--- src/hdl/kem_pkg.sv ---
// ----------------------------------------------------------------------------
// kem_pkg: shared types and constants for the Kirsch edge magnitude block
// Field widths, register indexes, image bounds and the divide-by-15 constant.
// ----------------------------------------------------------------------------
`default_nettype none

package kem_pkg;

  localparam int PIX_W      = 8;
  localparam int MAX_WIDTH  = 1024;
  localparam int MAX_HEIGHT = 4096;
  localparam int COL_W      = $clog2(MAX_WIDTH);
  localparam int ROW_W      = $clog2(MAX_HEIGHT);
  localparam int WIDTH_W    = 11;
  localparam int HEIGHT_W   = 13;
  localparam int CFG_DATA_W = 13;
  localparam int LINE_W     = 2 * PIX_W;

  localparam logic [WIDTH_W-1:0]  WIDTH_MIN    = WIDTH_W'(3);
  localparam logic [WIDTH_W-1:0]  WIDTH_MAX    = WIDTH_W'(MAX_WIDTH);
  localparam logic [WIDTH_W-1:0]  WIDTH_RESET  = WIDTH_W'(640);
  localparam logic [HEIGHT_W-1:0] HEIGHT_MIN   = HEIGHT_W'(3);
  localparam logic [HEIGHT_W-1:0] HEIGHT_MAX   = HEIGHT_W'(MAX_HEIGHT);
  localparam logic [HEIGHT_W-1:0] HEIGHT_RESET = HEIGHT_W'(480);

  // compass response |5*pos - 3*neg| fits 0..3825
  localparam int RESP_W    = 12;
  localparam int SUM_W     = 11;
  localparam int SCALED_W  = 13;
  // floor(x / 15) = (x * 4370) >> 16 for x <= 3825
  localparam int DIV_K_W   = 13;
  localparam logic [DIV_K_W-1:0] DIV15_RECIP = DIV_K_W'(4370);
  localparam int DIV15_SHIFT = 16;
  localparam int PROD_W    = RESP_W + DIV_K_W;

  localparam int FIFO_DEPTH = 8;
  localparam int FIFO_PTR_W = $clog2(FIFO_DEPTH);
  localparam int FIFO_CNT_W = FIFO_PTR_W + 1;
  // up to four requests in flight ahead of the queue
  localparam int FIFO_ADMIT = FIFO_DEPTH - 4;

  localparam int CFG_INDEX_W = 1;
  localparam logic [CFG_INDEX_W-1:0] REG_IMAGE_WIDTH  = 1'b0;
  localparam logic [CFG_INDEX_W-1:0] REG_IMAGE_HEIGHT = 1'b1;

  typedef struct packed {
    logic emit;
    logic last;
  } tag_t;

  typedef logic [2:0][2:0][PIX_W-1:0] window_t;
  typedef logic [7:0][PIX_W-1:0]      ring_t;
  typedef logic [7:0][RESP_W-1:0]     resp_t;

endpackage

`default_nettype wire

--- src/hdl/kem_out_fifo.sv ---
// ----------------------------------------------------------------------------
// kem_out_fifo: result queue toward the output stream
// Absorbs requests still in flight when the downstream side stalls.
// ----------------------------------------------------------------------------
`default_nettype none

module kem_out_fifo import kem_pkg::*; (
  input  wire logic             clk,
  input  wire logic             rst,
  input  wire logic             push,
  input  wire logic [PIX_W-1:0] push_strength,
  input  wire logic             push_last,
  output logic                  admit,
  output logic                  m_axis_tvalid,
  input  wire logic             m_axis_tready,
  output logic      [PIX_W-1:0] m_axis_tdata,   // [7:0] edge_strength
  output logic                  m_axis_tlast
);

  logic [PIX_W:0]          mem [FIFO_DEPTH];
  logic [FIFO_PTR_W-1:0]   wr_ptr;
  logic [FIFO_PTR_W-1:0]   rd_ptr;
  logic [FIFO_CNT_W-1:0]   count;
  logic                    pop;

  assign m_axis_tvalid = (count != '0);
  assign pop           = m_axis_tvalid & m_axis_tready;
  assign admit         = (count < FIFO_CNT_W'(FIFO_ADMIT));
  assign m_axis_tdata  = mem[rd_ptr][PIX_W-1:0];
  assign m_axis_tlast  = mem[rd_ptr][PIX_W];

  always_ff @(posedge clk) begin
    if (push) begin
      mem[wr_ptr] <= {push_last, push_strength};
    end
  end

  always_ff @(posedge clk) begin
    if (rst) begin
      wr_ptr <= '0;
      rd_ptr <= '0;
      count  <= '0;
    end else begin
      if (push) begin
        wr_ptr <= wr_ptr + 1'b1;
      end
      if (pop) begin
        rd_ptr <= rd_ptr + 1'b1;
      end
      count <= count + FIFO_CNT_W'(push) - FIFO_CNT_W'(pop);
    end
  end

  a_no_overflow: assert property (@(posedge clk) disable iff (rst)
    push |-> (count != FIFO_CNT_W'(FIFO_DEPTH)))
    else $error("result queue overflow");

  a_no_underflow: assert property (@(posedge clk) disable iff (rst)
    pop |-> (count != '0))
    else $error("result queue underflow");

  a_count_track: assert property (@(posedge clk) disable iff (rst)
    !$past(rst) |-> (count == FIFO_CNT_W'($past(count) + FIFO_CNT_W'($past(push))
                                          - FIFO_CNT_W'($past(pop)))))
    else $error("result queue count mismatch");

endmodule

`default_nettype wire

--- config.mk ---
export PLATFORM = sky130hd
export DESIGN_NAME = kem_out_fifo
export DESIGN_NICKNAME = d
export VERILOG_FILES = /design/src/hdl/kem_pkg.sv /design/src/hdl/kem_out_fifo.sv
export SDC_FILE = /design/constraint.sdc
export NUM_CORES = 1
export LEC_CHECK = 0
export ABC_AREA = 1
export BUFFER_PORTS_ARGS = -buffer_cell sky130_fd_sc_hd__buf_2
export CAP_MARGIN = 20
export CORE_UTILIZATION = 46
export CTS_CLUSTER_SIZE = 12
export DETAILED_ROUTE_END_ITERATION = 8
export SETUP_SLACK_MARGIN = 0.5
export SYNTH_ARGS = -nofsm -noshare
export SYNTH_HDL_FRONTEND = slang
export SYNTH_SLANG_ARGS = --single-unit
--- constraint.sdc ---
create_clock -name clk -period 2.2 [get_ports clk]
set_input_delay 0.11 -clock clk [delete_from_list [all_inputs] [get_ports clk]]
set_output_delay 0.11 -clock clk [all_outputs]
set_load 0.1 [all_outputs]
## Word level (Yosys, flattened, before mapping)

Memory sizes are Yosys's and may differ from the RTL's. A register that Yosys moved wholly into a read port is not among the register bits.
Index checks and enable logic that the tools add are counted.

- Shift operators: 0
- Order comparisons: 1
- Bitwise operators: 1
- Muxes and demuxes: 4
- Reductions and logical operators: 1
- Divide/modulo/power cells: 0
- $add $sub $neg: 4
- $mul: 0
- Equality and inequality tests: 0

Operators by type and width:

| operator | count |
|---|---|
| adder 3 x 1 -> 3 bit (second input constant) | 2 |
| 2-to-1 mux 3 bit | 2 |
| adder 4 x 1 -> 4 bit | 1 |
| < comparator 4 x 3 -> 1 bit (second input constant) | 1 |
| nonzero test 4 bit | 1 |
| subtractor 4 x 1 -> 4 bit | 1 |
| 2-to-1 mux 1 bit | 2 |
| bitwise AND 1 bit | 1 |

- Latch bits: 0
- RAM bits: 72
- Memories: 1
- ROM bits: 0
- Register bits: 10
- Input bits: 13
- Output and inout bits: 11

Memories:

| name | words | bits a word | read ports | clocked after Yosys merged registers in | wr ports | RTL line | text |
|---|---|---|---|---|---|---|---|
| mem | 8 | 9 | 1 | 1 | 1 | kem_out_fifo.sv:20 | `logic [PIX_W:0] mem [FIFO_DEPTH];` |

## Longest topological paths before layout

Gate-level depths: netlist (run 1).

- Depth after elaboration: 4
- Depth in mapped cells: 11

## Worst setup path after synthesis (run 1)

Ideal clock, no wire load.

- Path type: register -> register
- Start: register count[2]
- End: register count[1]
- Period minus slack after synthesis: 2.258 ns
- Required time: 2.136 ns
- Path buffers: 0
- Setup slack: -0.058 ns
- Setup time: 0.064 ns
- Stages on the path, launching flop included: 10
- Arrival: 2.194 ns
- Path through: dfxtp_1 -> inv_1 -> ha_1 -> nand3_2 -> nand3_1 -> o21ai_0 -> ha_1 -> inv_1 -> fa_1 -> nor2_1

- Longest elaborated chain between the ends: 3

RTL lines:

| item | RTL line | text |
|---|---|---|
| from (decl) | kem_out_fifo.sv:23 | `logic [FIFO_CNT_W-1:0] count;` |
| from (signal assigned) | kem_out_fifo.sv:50 | `count <= count + FIFO_CNT_W'(push) - FIFO_CNT_W'(pop);` |
| nonzero test 4 bit | kem_out_fifo.sv:26 | `assign m_axis_tvalid = (count != '0);` |
| via m_axis_tvalid | kem_out_fifo.sv:14 | `output logic m_axis_tvalid,` |
| bitwise AND 1 bit | kem_out_fifo.sv:27 | `assign pop = m_axis_tvalid & m_axis_tready;` |
| subtractor 4 x 1 -> 4 bit | kem_out_fifo.sv:50 |  |

The timed path passes the listed nets, and every way through them passes these cells.
A chain may end at the register's enable or synchronous reset.

==> flow_metrics.tcl, run 1 <==
set metrics [dict create \
    status "finished, final reports clean" \
    end_kind "output port" \
    initial_utilization 0.488 \
    place_area_mm2 0.00424 \
    p_leak_nw 2.20 \
    cts.sinks 85 \
    cts_tree "built" \
    remaining_drc_errors 0 \
    grt_remaining_overflow 0 \
    dpl.hpwl_mm 4.48 \
    gp_congestion 0.736 \
    synth-seq-cells 85 \
    grt_max_degree 37 \
    numPortBuffers 23 \
    fin_nets 469 \
    root_buffer "clkbuf_8" \
    max_cap_violations 0 \
    crit_slowest_cell "dfxtp_4" \
    wl_per_cell_um 14.8 \
    path_clk_slew_ns 0.08 \
    row_count 32 \
    skew_ns 0.00850 \
    dp_slack_ns 0.480 \
    cp_max_fo 8 \
    area_growth_syn_to_layout_pct 23.3 \
    netlist_area_mm2 0.00385 \
    first_iter_violations 114 \
    cts_max_path_buffers 2 \
    die_h_um 93.5 \
    synth_nets 420 \
    fin_tns_setup_ns 0 \
    clk_latency_ns 0.35 \
    synth.area.top_cells "edfxtp_1 56%, nand2_1 12%, inv_1 8.5%" \
    synth_top_area_frac 0.562 \
    post-route-util 0.602 \
    grt.total_usage 0.189 \
    worst_slack_ns 0.475 \
    crit_family "buffers and inverters" \
    finalMaxSlewViolations 0 \
    max_freq_mhz 580 \
    worst_slew_pin_slew_ns 0.491 \
    crit_arrival_ns 1.62 \
    core_mm2 0.00789 \
    worstSetupPathType "reg -> out" \
    timing.final.crit_period_ns 1.73 \
    antenna_found_initial 0 \
    fillerInstances 663 \
    ys_warn_count 0 \
    grt_pass1_vias 2463 \
    crit_required_ns 2.09 \
    via_count 2670 \
    ir_drop_v 0.000713 \
    via_per_inst 4.81 \
    powerDensity_mw_per_mm2 1140 \
    htreeDepth 3 \
    finalWirelength_mm 8.20 \
    hold_class "in -> reg" \
    grt_pass1_wl_mm 11.9 \
    yosys.area.top_type "edfxtp_1" \
    die_width_um 93.5 \
    finalSetupViolCount 0 \
    synth_cells 399 \
    final_cell_area_mm2 0.00475 \
    p_total_w 0.00542 \
    n_antenna_cell 0 \
    final-hold-violation-count 0 \
    cts_buffers 9 \
    syn_area_per_cell_um2 9.64 \
    drive_gt1_frac 0.258 \
    rsz0062_at_grt "yes" \
    antenna_left 0 \
    start_kind "flip-flop" \
    synth.distinct_cells 20 \
    crit_chain "buf_12 > clkbuf_16 > nand2_4 > nand3_2 > nand2_1 > nand2_1 > nand2_2 > buf_12" \
    r2r_setup_slack_ns 0.58 \
    ys_seq_area_frac 0.630 \
    max_stage_delay_ns 0.38 \
    maxSlewHeadroom 0.675 \
    firstDrtPassIters 4 \
    ios 24 \
    fin_crit_sh 0.784 \
    fp.dieArea_mm2 0.00873 \
    crit_buf_inv 3 \
]
==> final cells by class <==
class / count / area, um^2 / share of cell area
Sequential cell: 85 / 2430 / 0.513
Multi-Input combinational cell: 213 / 1150 / 0.242
Timing Repair Buffer: 46 / 497 / 0.105
Inverter: 90 / 353 / 0.0743
Clock buffer: 10 / 128 / 0.0269
Tap cell: 102 / 128 / 0.0269
Clock inverter: 6 / 30.0 / 0.00633
Timing Repair inverter: 3 / 28.8 / 0.00606
==> final timing paths <==
| path | cells past startpoint | from | end |
|---|---|---|---|
| hold / removal | 1 | push_strength[3] | mem[0][3]$_DFFE_PP_ |
| setup / recovery | 8 | flip-flop | m_axis_tdata[2] |
| setup reg to reg | 9 | count[2]$_SDFF_PP0_ | count[1]$_SDFF_PP0_ |
| hold reg to reg | 2 | wr_ptr[0]$_SDFFE_PP0P_ | wr_ptr[0]$_SDFFE_PP0P_ |
==> repair_timing <==
| action | in CTS | in global routing |
|---|---|---|
| hold endpoints to repair | 3 | 0 |
| endpoints found under the setup margin | 11 | 11 |
| hold buffers | 1 | 0 |
| gates cloned | 0 | 6 |
| pin swaps | 1 | 36 |
| gates resized for setup | 5 | 49 |
| buffers inserted | 2 | 6 |
==> per-layer routing <==
layer / GRT usage / vias to the layer above / part of all wire / wire length [um]
met3: 0.0309 / 14 / 0.058 / 473
met4: 0.0846 / 0 / 0.020 / 164
li1: - / 1335 / - / -
met1: 0.233 / 1255 / 0.42 / 3470
met2: 0.325 / 66 / 0.50 / 4080
met5: 0 / - / 0 / 0
==> kinds of logic after synthesis <==
family	after synthesis	synth area share
AOI/OAI and AO/OA	12	0.0156
adders and majority gates	8	0.0280
buffers and inverters	101	0.116
DFF	85	0.630
and+or+nand+nor	193	0.211
==> cell usage after synthesis (all sizes together) <==
| master | count |
|---|---|
| buf | 11 |
| nand2 | 131 |
| clkinv | 1 |
| fa | 1 |
| ha | 7 |
| a21oi | 8 |
| or2 | 2 |
| inv | 89 |
| dfxtp | 13 |
| o21ai | 4 |
| nand3 | 42 |
| nor2 | 18 |
| edfxtp | 72 |
==> sequential cells by signal (all words and copies together) (netlist names), named ones only <==
signal	count
rd_ptr	3
count	4
wr_ptr	3
mem	72
==> power by group <==
group,total (W),leakage (nW),internal [W],switching (W)
clock network,0.000922,0.0809,0.000397,0.000525
registers,0.00192,0.763,0.00185,0.0000703
logic,0.00258,1.35,0.000900,0.00168
total,0.00542,2.20,0.00314,0.00228
==> worst register-to-register path, delay by kind of cell, from the launching register on <==
family,cells,cell delay (ns)
compound gates,1,0.07
fa+ha+maj,3,0.87
buf+inv,2,0.09
simple gates,3,0.18
flops,1,0.32
==> layout by cell type, fill, tap and decap left out, types with 2 or more instances in the layout <==
cell       instances
nand3_4            2
ha_1               5
dfxtp_2            3
buf_2             14
dfxtp_1            8
inv_1             84
o21ai_0            2
nor2_1            18
clkbuf_16          2
nand2_2           22
buf_6              3
clkinv_1           3
inv_6              2
buf_12            11
nand3_2            9
clkbuf_8           9
buf_4             15
nand2_1          102
clkinv_2           3
dfxtp_4            2
edfxtp_1          72
a21oi_1            8
or2_2              2
inv_2              3
nand3_1           31
nand2_4            7
==> per-stage QoR <==
stage / hold WS (ns) / std cells
finish: 0.0311 / 555
global route: 0.0233 / 555
CTS: 0.0179 / 543
detailed placement: 0.323 / 524
global placement: 0.318 / 524
floorplan: 0.179 / 399
No activity file was read; power rests on OpenSTA's default activity.
==> run 2: changes to the inputs <==
--- a/config.mk
+++ b/config.mk
@@ -11,6 +11,7 @@
 export CORE_UTILIZATION = 46
 export CTS_CLUSTER_SIZE = 12
 export DETAILED_ROUTE_END_ITERATION = 8
+export PLACE_DENSITY = 0.66
 export SETUP_SLACK_MARGIN = 0.5
 export SYNTH_ARGS = -nofsm -noshare
 export SYNTH_HDL_FRONTEND = slang
==> constraint.sdc (replaced) <==
create_clock -name clk -period 1.42 [get_ports clk]
set_input_delay 0.071 -clock clk [delete_from_list [all_inputs] [get_ports clk]]
set_output_delay 0.071 -clock clk [all_outputs]
set_load 0.1 [all_outputs]
==> flow_metrics.tcl, run 2 (synthesis results as in run 1) <==
set metrics [dict create \
    status "complete, but fails checks" \
    violations "negative setup slack" \
    hold_class "in -> reg" \
    gp_congestion 0.726 \
    largest_register_ffs 72 \
    antenna_left 0 \
    skew_ns 0.00517 \
    crit_chain "inv_2 > ha_4 > nand3_4 > nand3_4 > o21ai_4 > ha_4 > inv_2 > fa_2 > nor2_2" \
    fin_nets 486 \
    p_leak_nw 2.33 \
    n_antenna_cell 0 \
    final_common_cell "nand2_1" \
    start_kind "flip-flop" \
    worst_slack_ns -0.240 \
    dpl.hpwl_mm 4.90 \
    row_count 32 \
    max_freq_mhz 602 \
    timing.hold.ws_ns 0.0194 \
    area_growth_syn_to_layout_pct 39.9 \
    crit_buf_inv 2 \
    die_h_um 93.5 \
    crit_slowest_cell "fa_2" \
    finalWirelength_mm 8.35 \
    ios 24 \
    grt_pass1_vias 2771 \
    numPortBuffers 23 \
    powerDensity_mw_per_mm2 1750 \
    finalSetupViolCount 16 \
    via_count 2741 \
    final-hold-violation-count 0 \
    grt.total_usage 0.214 \
    crit_required_ns 1.66 \
    cts.sinks 85 \
    cts_tree "built" \
    max_stage_delay_ns 0.55 \
    firstDrtPassIters 5 \
    fp.dieArea_mm2 0.00873 \
    cts_max_path_buffers 2 \
    antenna_found_initial 0 \
    first_iter_violations 105 \
    grt_pass1_wl_mm 13.6 \
    fin_crit_sh 1.17 \
    worst_slew_pin_slew_ns 0.371 \
    crit_arrival_ns 1.90 \
    core_mm2 0.00789 \
    worstSetupPathType "reg -> reg" \
    grt_remaining_overflow 0 \
    p_total_w 0.00944 \
    finalMaxSlewViolations 0 \
    fillerInstances 560 \
    regMostFlops "mem" \
    grt_max_degree 37 \
    via_per_inst 4.79 \
    cts_buffers 9 \
    end_kind "flip-flop" \
    path_clk_slew_ns 0.09 \
    clk_latency_ns 0.35 \
    drive_gt1_frac 0.372 \
    cp_max_fo 2 \
    initial_utilization 0.488 \
    final_cell_mix "82 x nand2_1, 79 x inv_1, 72 x edfxtp_1" \
    ir_drop_v 0.00187 \
    root_buffer "clkbuf_8" \
    crit_family "adder cells" \
    max_cap_violations 0 \
    htreeDepth 3 \
    maxSlewHeadroom 0.753 \
    wl_per_cell_um 14.6 \
    reg_top3 "mem: 72 flops, count: 4 flops" \
    die_width_um 93.5 \
    timing.final.crit_period_ns 1.66 \
    remaining_drc_errors 0 \
    rsz0062_at_grt "yes" \
]
==> run 2: timing repair <==
item	CTS	global route
endpoints found under the hold margin	51	0
buffers inserted	16	3
resized for setup	57	17
pin swaps	19	17
gates cloned	1	0
hold buffers	7	0
setup endpoints to repair	94	95
==> run 2: final timing paths <==
kind | startpoint | endpoint | slack [ns] | cells after the start
max reg2reg | count[3]$_SDFF_PP0_ | count[1]$_SDFF_PP0_ | -0.24 | 9
min | push_last | mem[1][8]$_DFFE_PP_ | 0.02 | 1
min reg2reg | rd_ptr[1]$_SDFFE_PP0P_ | rd_ptr[1]$_SDFFE_PP0P_ | 0.51 | 2
max | count[3]$_SDFF_PP0_ | count[1]$_SDFF_PP0_ | -0.24 | 9
==> run 2: worst reg2reg max path, cell delays in order (launching register included) <==
cell and delay [ns]:
dfxtp_2 0.33, inv_2 0.05, ha_4 0.16, nand3_4 0.06, nand3_4 0.09, o21ai_4 0.09, ha_4 0.15, inv_2 0.04
fa_2 0.55, nor2_2 0.04
==> run 2: metrics by stage <==
stage,instances,worst slack (ns),TNS (ns),util,area [um^2]
global placement,529,-0.216,-0.418,0.589,4650
detailed placement,529,-0.304,-0.660,0.589,4650
CTS,569,-0.215,-2.22,0.674,5320
global route,572,-0.269,-3.39,0.683,5380
finish,572,-0.240,-2.25,0.683,5380
floorplan,399,-0.457,-1.34,-,4180
==> run 2: power breakdown <==
group	switching, W	leakage (nW)	internal, W
Clock	0.000869	0.0837	0.000641
Sequential	0.000118	0.765	0.00285
Combinational	0.00296	1.48	0.00199
==> run 2: area by class of cell <==
type                            count  area (um^2)  share of cell area
Multi-Input combinational cell    213         1470               0.272
Inverter                           90          365              0.0679
Timing Repair Buffer               66          810               0.150
Clock buffer                        9          124              0.0230
Tap cell                          102          128              0.0237
Sequential cell                    85         2440               0.453
Clock inverter                      7         50.0             0.00930
==> run 2: per-layer routing <==
layer | routed length, um | global-route usage | share of wire | vias up
li1 | - | - | - | 1375
met4 | 125 | 0.0872 | 0.015 | 0
met3 | 220 | 0.0293 | 0.026 | 10
met2 | 4390 | 0.376 | 0.53 | 53
met5 | 0 | 0 | 0 | -
met1 | 3610 | 0.265 | 0.43 | 1303
